`src/design/rpe_pkg.sv`:
```
`default_nettype none
package rpe_pkg;

  localparam int unsigned ChanW   = 8;
  localparam int unsigned NumLane = 3;
  localparam int unsigned ModeW   = 3;
  localparam int unsigned RegIdxW = 3;
  localparam logic [ChanW-1:0] ChanMax = 8'hFF;

  typedef enum logic [ModeW-1:0] {
    MODE_INVERT   = 3'd0,
    MODE_CLEAR    = 3'd1,
    MODE_CAP      = 3'd2,
    MODE_DIM      = 3'd3,
    MODE_CONTRAST = 3'd4,
    MODE_SWAP     = 3'd5,
    MODE_COMBINE  = 3'd6
  } effect_mode_e;

  typedef enum logic [RegIdxW-1:0] {
    REG_EFFECT_MODE     = 3'd0,
    REG_CLEAR_MASK      = 3'd1,
    REG_CAP_LEVEL       = 3'd2,
    REG_DIM_AMOUNT      = 3'd3,
    REG_CONTRAST_FACTOR = 3'd4,
    REG_CONTRAST_LOW    = 3'd5,
    REG_CONTRAST_HIGH   = 3'd6
  } reg_idx_e;

  typedef struct packed {
    logic [ChanW-1:0] red_in;
    logic [ChanW-1:0] green_in;
    logic [ChanW-1:0] blue_in;
    logic [ChanW-1:0] second_red;
    logic [ChanW-1:0] second_green;
    logic [ChanW-1:0] second_blue;
  } pix_in_t;

  typedef struct packed {
    logic [ChanW-1:0] red_out;
    logic [ChanW-1:0] green_out;
    logic [ChanW-1:0] blue_out;
  } pix_out_t;

  // Settings shared by every lane.
  typedef struct packed {
    logic [ModeW-1:0] mode;
    logic [ChanW-1:0] cap_level;
    logic [ChanW-1:0] dim_amount;
    logic [ChanW-1:0] contrast_factor;
    logic [ChanW-1:0] contrast_low;
    logic [ChanW-1:0] contrast_high;
  } lane_cfg_t;

endpackage
`default_nettype wire

```
`src/design/rpe_lane.sv`:
```
`default_nettype none
module rpe_lane
  import rpe_pkg::*;
(
  input  wire lane_cfg_t        cfg_i,
  input  wire logic             clear_i,
  input  wire logic [ChanW-1:0] chan_i,
  input  wire logic [ChanW-1:0] other_i,
  output logic      [ChanW-1:0] chan_o
);

  logic [ChanW:0]   sum_hi;
  logic [ChanW:0]   sum_avg;
  logic [ChanW-1:0] dim_res;
  logic [ChanW-1:0] con_res;

  assign sum_hi  = {1'b0, chan_i} + {1'b0, cfg_i.contrast_factor};
  assign sum_avg = {1'b0, chan_i} + {1'b0, other_i};
  assign dim_res = (chan_i <= cfg_i.dim_amount) ? '0 : chan_i - cfg_i.dim_amount;

  always_comb begin
    if (chan_i >= cfg_i.contrast_high) begin
      con_res = sum_hi[ChanW] ? ChanMax : sum_hi[ChanW-1:0];
    end else if (chan_i <= cfg_i.contrast_low) begin
      con_res = (chan_i <= cfg_i.contrast_factor) ? '0 : chan_i - cfg_i.contrast_factor;
    end else begin
      con_res = chan_i;
    end
  end

  always_comb begin
    case (cfg_i.mode)
      MODE_INVERT:   chan_o = ChanMax - chan_i;
      MODE_CLEAR:    chan_o = clear_i ? '0 : chan_i;
      MODE_CAP:      chan_o = (chan_i > cfg_i.cap_level) ? '0 : chan_i;
      MODE_DIM:      chan_o = dim_res;
      MODE_CONTRAST: chan_o = con_res;
      MODE_COMBINE:  chan_o = sum_avg[ChanW:1];
      default:       chan_o = chan_i;
    endcase
  end

endmodule
`default_nettype wire

```
`src/design/rpe_merge.sv`:
```
`default_nettype none
module rpe_merge
  import rpe_pkg::*;
(
  input  wire logic             clk_i,
  input  wire logic             rst_ni,
  input  wire logic             swap_i,
  input  wire logic [ChanW-1:0] red_lane_i,
  input  wire logic [ChanW-1:0] green_lane_i,
  input  wire logic [ChanW-1:0] blue_lane_i,
  input  wire logic [ChanW-1:0] red_raw_i,
  input  wire logic [ChanW-1:0] blue_raw_i,
  input  wire logic             in_valid_i,
  output logic                  in_ready_o,
  output logic                  out_valid_o,
  input  wire logic             out_ready_i,
  output pix_out_t              out_data_o
);

  logic     valid_q;
  pix_out_t data_q;
  pix_out_t data_d;

  // Swap mode bypasses the red and blue lanes: red and blue cross over.
  always_comb begin
    data_d.green_out = green_lane_i;
    if (swap_i) begin
      data_d.red_out  = blue_raw_i;
      data_d.blue_out = red_raw_i;
    end else begin
      data_d.red_out  = red_lane_i;
      data_d.blue_out = blue_lane_i;
    end
  end

  assign in_ready_o = !valid_q || out_ready_i;

  always_ff @(posedge clk_i or negedge rst_ni) begin
    if (!rst_ni) begin
      valid_q <= 1'b0;
    end else if (in_ready_o) begin
      valid_q <= in_valid_i;
    end
  end

  always_ff @(posedge clk_i) begin
    if (in_ready_o && in_valid_i) begin
      data_q <= data_d;
    end
  end

  assign out_valid_o = valid_q;
  assign out_data_o  = data_q;

endmodule
`default_nettype wire

```
`src/design/rgb_pixel_effect_unit.sv`:
```
`default_nettype none
// RGB pixel effect unit: one point operation per pixel, chosen by effect_mode.
//
// Channels:
//   in   - valid/ready; one pixel plus a second pixel (used by combine only).
//   out  - valid/ready; the transformed pixel.
//   cfg  - valid/ready write port; cfg_index_i picks the register (0 mode,
//          1 clear mask, 2 cap, 3 dim, 4 contrast factor, 5 contrast low,
//          6 contrast high). Index 7 is dropped. cfg_ready_o is always high.
//          Write only while no pixel is in flight.
// Output: the result sits in the output register the cycle after
//   the input transaction.
// Throughput: 1 pixel per cycle while out_ready_i is high. Three channel lanes compute in parallel,
//   a merge stage applies the red/blue swap and holds the output register.
// Stall: when out_ready_i is low and a result is held, in_ready_o drops;
//   the held result stays stable. A new pixel is taken in the same cycle
//   the held result leaves.
// Reset: output register empties; registers go to mode invert, mask 0,
//   cap 255, dim 0, factor 0, low 0, high 255.
module rgb_pixel_effect_unit
  import rpe_pkg::*;
(
  input  wire logic               clk_i,
  input  wire logic               rst_ni,
  input  wire logic               in_valid_i,
  output logic                    in_ready_o,
  input  wire pix_in_t            in_data_i,
  output logic                    out_valid_o,
  input  wire logic               out_ready_i,
  output pix_out_t                out_data_o,
  input  wire logic               cfg_valid_i,
  output logic                    cfg_ready_o,
  input  wire logic [RegIdxW-1:0] cfg_index_i,
  input  wire logic [ChanW-1:0]   cfg_data_i
);

  logic [ModeW-1:0]   mode_q;
  logic [NumLane-1:0] mask_q;
  logic [ChanW-1:0]   cap_q;
  logic [ChanW-1:0]   dim_q;
  logic [ChanW-1:0]   factor_q;
  logic [ChanW-1:0]   low_q;
  logic [ChanW-1:0]   high_q;

  lane_cfg_t          lane_cfg;
  logic [ChanW-1:0]   red_res;
  logic [ChanW-1:0]   green_res;
  logic [ChanW-1:0]   blue_res;

  assign cfg_ready_o = 1'b1;

  // Register file; only the low bits of each register's width are kept.
  always_ff @(posedge clk_i or negedge rst_ni) begin
    if (!rst_ni) begin
      mode_q   <= MODE_INVERT;
      mask_q   <= '0;
      cap_q    <= ChanMax;
      dim_q    <= '0;
      factor_q <= '0;
      low_q    <= '0;
      high_q   <= ChanMax;
    end else if (cfg_valid_i) begin
      case (cfg_index_i)
        REG_EFFECT_MODE:     mode_q   <= cfg_data_i[ModeW-1:0];
        REG_CLEAR_MASK:      mask_q   <= cfg_data_i[NumLane-1:0];
        REG_CAP_LEVEL:       cap_q    <= cfg_data_i;
        REG_DIM_AMOUNT:      dim_q    <= cfg_data_i;
        REG_CONTRAST_FACTOR: factor_q <= cfg_data_i;
        REG_CONTRAST_LOW:    low_q    <= cfg_data_i;
        REG_CONTRAST_HIGH:   high_q   <= cfg_data_i;
        default: ;
      endcase
    end
  end

  assign lane_cfg.mode            = mode_q;
  assign lane_cfg.cap_level       = cap_q;
  assign lane_cfg.dim_amount      = dim_q;
  assign lane_cfg.contrast_factor = factor_q;
  assign lane_cfg.contrast_low    = low_q;
  assign lane_cfg.contrast_high   = high_q;

  // One lane per color channel; clear mask bit 0 red, 1 green, 2 blue.
  rpe_lane u_lane_red (
    .cfg_i   (lane_cfg),
    .clear_i (mask_q[0]),
    .chan_i  (in_data_i.red_in),
    .other_i (in_data_i.second_red),
    .chan_o  (red_res)
  );

  rpe_lane u_lane_green (
    .cfg_i   (lane_cfg),
    .clear_i (mask_q[1]),
    .chan_i  (in_data_i.green_in),
    .other_i (in_data_i.second_green),
    .chan_o  (green_res)
  );

  rpe_lane u_lane_blue (
    .cfg_i   (lane_cfg),
    .clear_i (mask_q[2]),
    .chan_i  (in_data_i.blue_in),
    .other_i (in_data_i.second_blue),
    .chan_o  (blue_res)
  );

  rpe_merge u_merge (
    .clk_i        (clk_i),
    .rst_ni       (rst_ni),
    .swap_i       (mode_q == MODE_SWAP),
    .red_lane_i   (red_res),
    .green_lane_i (green_res),
    .blue_lane_i  (blue_res),
    .red_raw_i    (in_data_i.red_in),
    .blue_raw_i   (in_data_i.blue_in),
    .in_valid_i   (in_valid_i),
    .in_ready_o   (in_ready_o),
    .out_valid_o  (out_valid_o),
    .out_ready_i  (out_ready_i),
    .out_data_o   (out_data_o)
  );

endmodule
`default_nettype wire

```
`config.mk`:
```
export PLATFORM = sky130hd
export DESIGN_NAME = rgb_pixel_effect_unit
export DESIGN_NICKNAME = d
export VERILOG_FILES = /design/src/design/rpe_pkg.sv /design/src/design/rpe_lane.sv /design/src/design/rpe_merge.sv /design/src/design/rgb_pixel_effect_unit.sv
export SDC_FILE = /design/constraint.sdc
export NUM_CORES = 1
export LEC_CHECK = 0
export ABC_AREA = 1
export BUFFER_PORTS_ARGS = -buffer_cell sky130_fd_sc_hd__buf_4
export CAP_MARGIN = 10
export CORE_MARGIN = 3
export CORE_UTILIZATION = 30
export DETAILED_ROUTE_END_ITERATION = 8
export SLEW_MARGIN = 20
export SYNTH_ARGS = -nofsm -noshare
export SYNTH_HDL_FRONTEND = slang
export SYNTH_HIERARCHICAL = 1
export SYNTH_SLANG_ARGS = --single-unit
```
`constraint.sdc`:
```
create_clock -name clk_i -period 3.7 [get_ports clk_i]
set_clock_uncertainty 0.05 [all_clocks]
set_input_delay 0.555 -clock clk_i [delete_from_list [all_inputs] [get_ports clk_i]]
set_output_delay 0.555 -clock clk_i [all_outputs]
set_load 0.005 [all_outputs]
```
==> impl_metrics.env <==
export IMPL_status="complete, no violations"
export IMPL_yosysWarnings=6
export IMPL_crit_chain="inv_1 -> fa_1 -> nand2_1 -> nand2_2 -> nand2_1 -> nand2_1 -> nand2_1 -> inv_2 -> nand2_1 -> inv_1 -> nand2_1 -> o211ai_1 -> nand2_1 -> nand3_1 -> inv_1 -> o21ai_0"
export IMPL_clock_sinks=71
export IMPL_clockBufferDepth=2
export IMPL_slew_viol_final=0
export IMPL_htreeDepth=3
export IMPL_setup_ws_ns=0.916
export IMPL_synth_most_common_cell="nand2_1"
export IMPL_fmax_ghz=0.359
export IMPL_crit_type="register to register"
export IMPL_ys_top_cells_by_count="nand2_1, inv_1, ha_1"
export IMPL_portBuffers=89
export IMPL_synth_main_ff_cell="dfrtp_1"
export IMPL_cp_common_cell="nand2_1"
export IMPL_clk_pin_slew_worst_paths_ns=0.07
export IMPL_period_minus_slack_ns=2.78
export IMPL_endpoint_kind="register"
export IMPL_die_h_um=200
export IMPL_layout_nets=2131
export IMPL_yosys_top_cells_area="ha_1, nand2_1, inv_1, nand3_1, dfrtp_1"
export IMPL_grt_pass1_vias=11300
export IMPL_wl_per_cell_um=16.3
export IMPL_netlist_area_leader_share_pct=18.2
export IMPL_r2r_slack_ns=0.92
export IMPL_power_mw=5.32
export IMPL_grt_use_total_pct=19.1
export IMPL_synthArstFlopShare_pct=66.2
export IMPL_final_area_um2=12800
export IMPL_stdcell_count=2399
export IMPL_viasPerCell=4.95
export IMPL_post_route_drc_count=0
export IMPL_cts_buffers=9
export IMPL_rr_worst_depth=16
export IMPL_fin_util_pct=34.7
export IMPL_synth_seq_cells=71
export IMPL_hold_slack_ns=0.146
export IMPL_grt_pass1_wl_um=61600
export IMPL_min_path_type="primary input to async pin"
export IMPL_routed_via_count=11900
export IMPL_cellPowerDensity_nw_per_um2=415
export IMPL_path_delay_family="flip-flops"
export IMPL_clock_latency_ns=0.35
export IMPL_root_buffer="clkbuf_16"
export IMPL_antenna_found_initial=0
export IMPL_synth_area_um2=11300
export IMPL_dpl_cell_count=2383
export IMPL_areaGrowthSynthToFinish_pct=13.1
export IMPL_drive_above_1_share_pct=11.3
export IMPL_grt_max_degree=48
export IMPL_die_w_um=200
export IMPL_slew_headroom_pct=45.8
export IMPL_ant_nets=0
export IMPL_synth_edff_count=24
export IMPL_cts_setup_buffers=0
export IMPL_p_leak_nw=6.90
export IMPL_num_io_pins=91
export IMPL_ys_types=48
export IMPL_syn_num_nets=2043
export IMPL_synth_top_cell_by_area="ha_1"
export IMPL_arrival_ns=2.82
export IMPL_dpl_instance_area_um2=12500
export IMPL_maxCapViolations=0
export IMPL_max_stage_delay_ns=0.78
export IMPL_drtIter0Drc=882
export IMPL_grt_remaining_overflow=0
export IMPL_cts_resized=0
export IMPL_rsz0062_at_grt="false"
export IMPL_seq_area_frac_synth_pct=16.9
export IMPL_setup_tns_ns=0
export IMPL_coreArea_um2=37000
export IMPL_rows=70
export IMPL_cp_max_fo=10
export IMPL_dieArea_um2=40100
export IMPL_firstDrtPassIters=7
export IMPL_dp_hpwl_um=30100
export IMPL_synthCells=1802
export IMPL_period_share_pct=75.2
export IMPL_tightestPinTransition_ns=0.810
export IMPL_crit_cells=16
export IMPL_hold_viol_final=0
export IMPL_start_kind="register"
export IMPL_slowest_stage="dfrtp_1"
export IMPL_cp_required_ns=3.74
export IMPL_wirelength_um=39100
export IMPL_vdd_drop_max_v=0.000245
export IMPL_start_util_pct=30.7
export IMPL_synth_avg_cell_area_um2=6.29
export IMPL_cts_hold_buffers=0
export IMPL_cts_tree="yes"
export IMPL_diodes=0
export IMPL_setup_viol=0
export IMPL_post_place_ws_ns=0.806
export IMPL_gp_congestion=0.932
export IMPL_critPathBufInv=4
[where the power goes]
group	switching, mW	internal, mW
Clock	0.413	0.470
Combinational	1.97	1.14
Sequential	0.303	1.02
[state kept, by name, indices dropped and copies added (netlist names), 3 cells and up]
name                cells
dim_q                   8
low_q                   8
u_merge/out_data_o     24
factor_q                8
high_q                  8
mask_q                  3
cap_q                   8
mode_q                  3
[layout make-up]
type                    instances  area [um^2]
inverters                     334         1250
repair buffers                 95          713
multi-input cells            1379         8020
clock inverters                 7         62.6
well taps                     504          631
fillers                      4136        24100
clock buffers                   9          225
flip-flops and latches         71         1920
[cell families (layout without fill, tap and decap cells)]
family	after synthesis	after routing	synth area share, %
AOI/OAI and AO/OA	229	229	12.0
and+or+nand+nor	945	945	36.3
adders and majority gates	177	177	20.3
xor gates and xnor gates	27	27	2.09
DFF	71	71	16.9
other	1	1	0.0331
buffers and inverters	352	445	12.4
[per-layer routing]
metal  global-route usage [%]  wire length, um
met1                     26.3            18100
met2                     30.8            17400
met3                     2.50             2230
met4                     6.93             1330
met5                        0                0
[path summary, 6_finish.rpt]
kind	from	end
worst max-delay path	factor_q[1]	u_merge/out_data_o[1]
worst min-delay path	rst_ni	dim_q[7]
worst min register to register	mask_q[0]	mask_q[0]
max in group asynchronous	rst_ni	low_q[7]
worst max register to register	factor_q[1]	u_merge/out_data_o[1]
min in group clk_i	in_valid_i	u_merge/out_valid_o
[cell usage in the layout (no fill, tap or decap), types with 31 or more instances in the layout]
| master | Yosys | layout |
|---|---|---|
| a21oi_1 | 104 | 103 |
| buf_4 | 7 | 95 |
| dfrtp_1 | 31 | 31 |
| ha_1 | 165 | 165 |
| inv_1 | 309 | 309 |
| nand2_1 | 537 | 537 |
| nand3_1 | 158 | 158 |
| nand4_1 | 44 | 44 |
| nor2_1 | 131 | 130 |
| o21ai_0 | 38 | 38 |
(Power assumes the default switching activity.)
